**config.mk**
```make
export PLATFORM = sky130hd
export DESIGN_NAME = q2e_isqrt
export DESIGN_NICKNAME = d
export VERILOG_FILES = /design/src/hdl/q2e_isqrt.sv
export SDC_FILE = /design/constraint.sdc
export NUM_CORES = 2
export LEC_CHECK = 0
export BUFFER_PORTS_ARGS = -buffer_cell sky130_fd_sc_hd__clkbuf_2
export CELL_PAD_IN_SITES_DETAIL_PLACEMENT = 0
export CELL_PAD_IN_SITES_GLOBAL_PLACEMENT = 2
export CORE_ASPECT_RATIO = 1.1
export CORE_MARGIN = 3
export CORE_UTILIZATION = 41
export DETAILED_ROUTE_END_ITERATION = 8
export GPL_TIMING_DRIVEN = 0
export PLACE_DENSITY_LB_ADDON = 0.1
export SYNTH_ARGS = -nofsm -noshare
export SYNTH_HDL_FRONTEND = slang
export SYNTH_SLANG_ARGS = --single-unit
```
**constraint.sdc**
```tcl
create_clock -name clock -period 3.8 [get_ports clock]
set_input_delay 0.19 -clock clock [delete_from_list [all_inputs] [get_ports clock]]
set_output_delay 0.19 -clock clock [all_outputs]
set_load 0.02 [all_outputs]
```
**src/hdl/q2e_isqrt.sv**
```systemverilog
`timescale 1ns / 1ps
`default_nettype none
// Pipelined restoring square root of (2^60 - s^2), one result bit per stage.
module q2e_isqrt (
   input  wire logic               clock,
   input  wire logic               advance,
   input  wire logic [60:0]        rad_in,
   output logic      [30:0]        root_out
);
   localparam int NB = 31;

   logic [61:0] rem_ff  [NB+1];
   logic [30:0] root_ff [NB+1];

   always_ff @(posedge clock) begin
      if (advance) begin
         rem_ff[0]  <= {1'b0, rad_in};
         root_ff[0] <= '0;
      end
   end

   for (genvar k = 0; k < NB; k++) begin : g_bit
      localparam int B = NB - 1 - k;
      logic [61:0] trial;
      assign trial = ({31'd0, root_ff[k]} << (B + 1)) + (62'd1 << (2 * B));
      always_ff @(posedge clock) begin
         if (advance) begin
            if (rem_ff[k] >= trial) begin
               rem_ff[k+1]  <= rem_ff[k] - trial;
               root_ff[k+1] <= root_ff[k] | (31'd1 << B);
            end else begin
               rem_ff[k+1]  <= rem_ff[k];
               root_ff[k+1] <= root_ff[k];
            end
         end
      end
   end

   assign root_out = root_ff[NB];
endmodule
`default_nettype wire

```
==> flow_summary.yaml <==
yosys:
  synth_cell_types: 93
  yosys.area_share.simple: 0.131
  synthMuxAreaShare: 0.00560
  ys_seq_area_frac: 0.623
  synth_top_family_by_area: "simple AND/OR/NAND/NOR gates"
  syn_inst: 9405
  syn_area_per_cell_um2: 12.4
  yosys-top-cells-count: "2417 x edfxtp_1, 692 x nand2_1, 663 x inv_1"
  syn-num-nets: 9991
  synth_edf_count: 2417
  yosysMostFrequentCell: "edfxtp_1"
  synth_largest_area_cell: "edfxtp_1"
  synth_top_area_frac: 0.623
  synth-xor-area-share: 0.0616
  synth_area_leaders: "edfxtp_1 62%, ha_1 5.6%, xnor2_1 3.1%"
  synthAdderAreaFrac: 0.0562
  ys.flop_type: "edfxtp_1"
  synth_compound_area_frac: 0.0933
  async_reset_ff_frac: 0
  syn_area_um2: 117000
  yosys_warnings: 0
  synth-seq-cells: 2417
placed_design:
  portBuffers: 93
  place_area_um2: 122000
  dp_cells: 13200
  dpl.hpwl_um: 266000
  gp_congestion: 0.902
  place_ws_ns: -1.87
global_routing:
  grt_use_met1: 0.299
  grt_max_degree: 77
  grt_pass1_wl_um: 505000
  grt_overflow: 0
  antenna_found_initial: 13
  grtUsageMet3: 0.0297
  grt_usage: 0.232
  met2_usage: 0.406
  first_global_vias: 75900
  top_usage_layer: "met2"
sta:
  worst_slew_pin_slew_ns: 1.20
  rsz0062_at_grt: "true"
  period_share: 1.02
  fmax_ghz: 0.257
  hold_viol_final: 0
  maxSlewViolCount: 0
  fin_skew_ns: 0.0651
  relSlewSlack: 0.192
  finalCriticalPeriod_ns: 3.89
  setup_viol: 3
  fin_ws_ns: -0.0878
floorplanning:
  io_pins: 94
  rows: 204
  die-area_um2: 291000
  initial_utilization: 0.414
  core_um2: 282000
  die_height_um: 565
  die_w_um: 514
setup_path:
  cp_slowest_cell: "or4b_4"
  ff2ff_setup_slack_ns: -0.09
  r2r_cells: 11
  cp-end-kind: "flip-flop"
  cp.required_ns: 4.40
  cp_max_fo: 5
  arrival_ns: 4.49
  rr_endpoint: "rem_ff[1][552]"
  critPathMaxStageDelay_ns: 0.56
  start_kind: "flip-flop"
  crit_path_cell_trace: "ha_4, nand4_1, or4_4, or4_4, o2111ai_4, nor4_4, nand4_1, buf_6, or4b_4, nor4_4, xor2_2"
  r2r-start: "rem_ff[1][469]"
  critPathBufInv: 1
  critPathKind: "flip-flop to flip-flop"
  critPathTopFamily: "simple AND/OR/NAND/NOR gates"
power:
  leakage_nw: 50.4
  p_total_mw: 80.7
  ir_worst_vdd_uv: 410
  power_density_nw_per_um2: 593
drt:
  routed_wl_um: 343000
  wire_per_inst_um: 24.6
  drtIter0Drc: 6069
  drc: 0
  avgViaCountPerCell: 5.50
  postRouteAntennaNets: 0
  dr_total_vias: 76500
  dr.pass1.iters: 6
clock_network:
  tritoncts: "built"
  cts.reportedPaths.clkPinSlew_ns: 0.06
  worstSkewPairLatency_ns: 0.86
  cts_htree_levels: 5
  cts_buffers: 276
  root_buffer: "clkbuf_16"
  cts_sinks: 2417
  cts.path.max_buffers: 4
worst_hold_path:
  hold_path.class: "primary input to flip-flop"
  hold_start: "advance"
  holdPathEnd: "rem_ff[0][42]"
  hold_depth: 2
cells_and_area:
  fin_nets: 10600
  fillers: 25100
  fin_area_um2: 136000
  layout-drive-gt1-share: 0.121
  area_delta_synth_final_pct: 16.8
  instances_no_fill: 13900
job:
  maxCapViolCount: 0
run_status:
  outcome: "finished with violations"
  violations: "setup timing"
cell usage in the layout, fill, tap and decap left out, types with 117 or more instances in the layout:
cell	instances
nor4_1	291
buf_4	134
clkbuf_16	278
inv_1	657
nor2_1	538
ha_1	488
nand4_1	167
xnor2_1	393
nand2_1	686
a21o_1	212
nand3_1	175
xor2_1	398
nand2b_1	117
edfxtp_1	2417
dlygate4sd3_1	122
o21ai_0	479
clkbuf_2	123
a21oi_1	470
nor3_1	262
metal layers:
layer / wire length, um / part of all wire
met1: 145000 / 0.42
met2: 172000 / 0.50
met3: 15200 / 0.044
met4: 11200 / 0.033
met5: 13 / 0.000038
what timing repair did:
action	CTS	global route
setup endpoints to repair	648	464
buffers inserted	94	44
hold endpoints to repair	61	0
hold buffers	122	0
gates cloned	1	1
resized for setup	362	282
pin swaps	59	74
how the worst max path moves through the flow:
stage | from | end | slack [ns] | depth (start not counted)
final | rem_ff[1][469] | rem_ff[1][552] | -0.09 | 11
after global routing | rem_ff[1][468] | rem_ff[1][552] | -0.15 | 11
after CTS | rem_ff[1][485] | rem_ff[1][543] | -0.09 | 12
after detailed placement | root_ff[1][408] | rem_ff[1][898] | -1.87 | 11
after global placement | advance | rem_ff[0][103] | -7.24 | 6
after floorplan | advance | rem_ff[0][868] | 0.006 | 5
worst register-to-register path: stages, from the launching register on:
cell	delay, ns
edfxtp_1	0.49
ha_4	0.35
nand4_1	0.10
or4_4	0.51
or4_4	0.52
o2111ai_4	0.23
nor4_4	0.06
nand4_1	0.14
buf_6	0.12
or4b_4	0.56
nor4_4	0.23
xor2_2	0.34
sequential cells by signal, summed over array words and instances (netlist names):
register and cells:
rem_ff 1921, root_ff 496
logic make-up (layout without fill, tap and decap cells):
family / after synthesis / count (layout)
flops: 2417 / 2417
fa+ha+maj: 523 / 523
compound gates: 1752 / 1753
xor+xnor: 820 / 820
simple gates: 2938 / 2939
mux: 59 / 59
buf+inv: 896 / 1698
other cells: 0 / 6
metrics by stage:
stage,util,setup TNS [ns],hold WS [ns]
floorplan,-,0,0.289
global placement,0.432,-,0.369
detailed placement,0.435,-1450.53,0.369
CTS,0.478,-0.519,0.107
global route,0.483,-1.16,0.152
finish,0.483,-0.105,0.205
power by group:
part / switching [mW] / internal [mW] / total (mW)
Combinational: 10.9 / 6.96 / 17.8
Sequential: 2.98 / 33.6 / 36.6
Clock: 10.9 / 15.3 / 26.3
final cells by class:
class / count / area [um2] / share of cell area
diodes: 6 / 15.0 / 0.000110
plain buffers: 174 / 1080 / 0.00791
clock buffers: 311 / 7080 / 0.0520
clock inverters: 169 / 1780 / 0.0131
inverters: 665 / 2500 / 0.0184
multi-input cells: 6094 / 43000 / 0.316
flip-flops and latches: 2417 / 72600 / 0.533
well taps: 3708 / 4640 / 0.0341
repair buffers: 379 / 3450 / 0.0254
(Power assumes the default switching activity.)
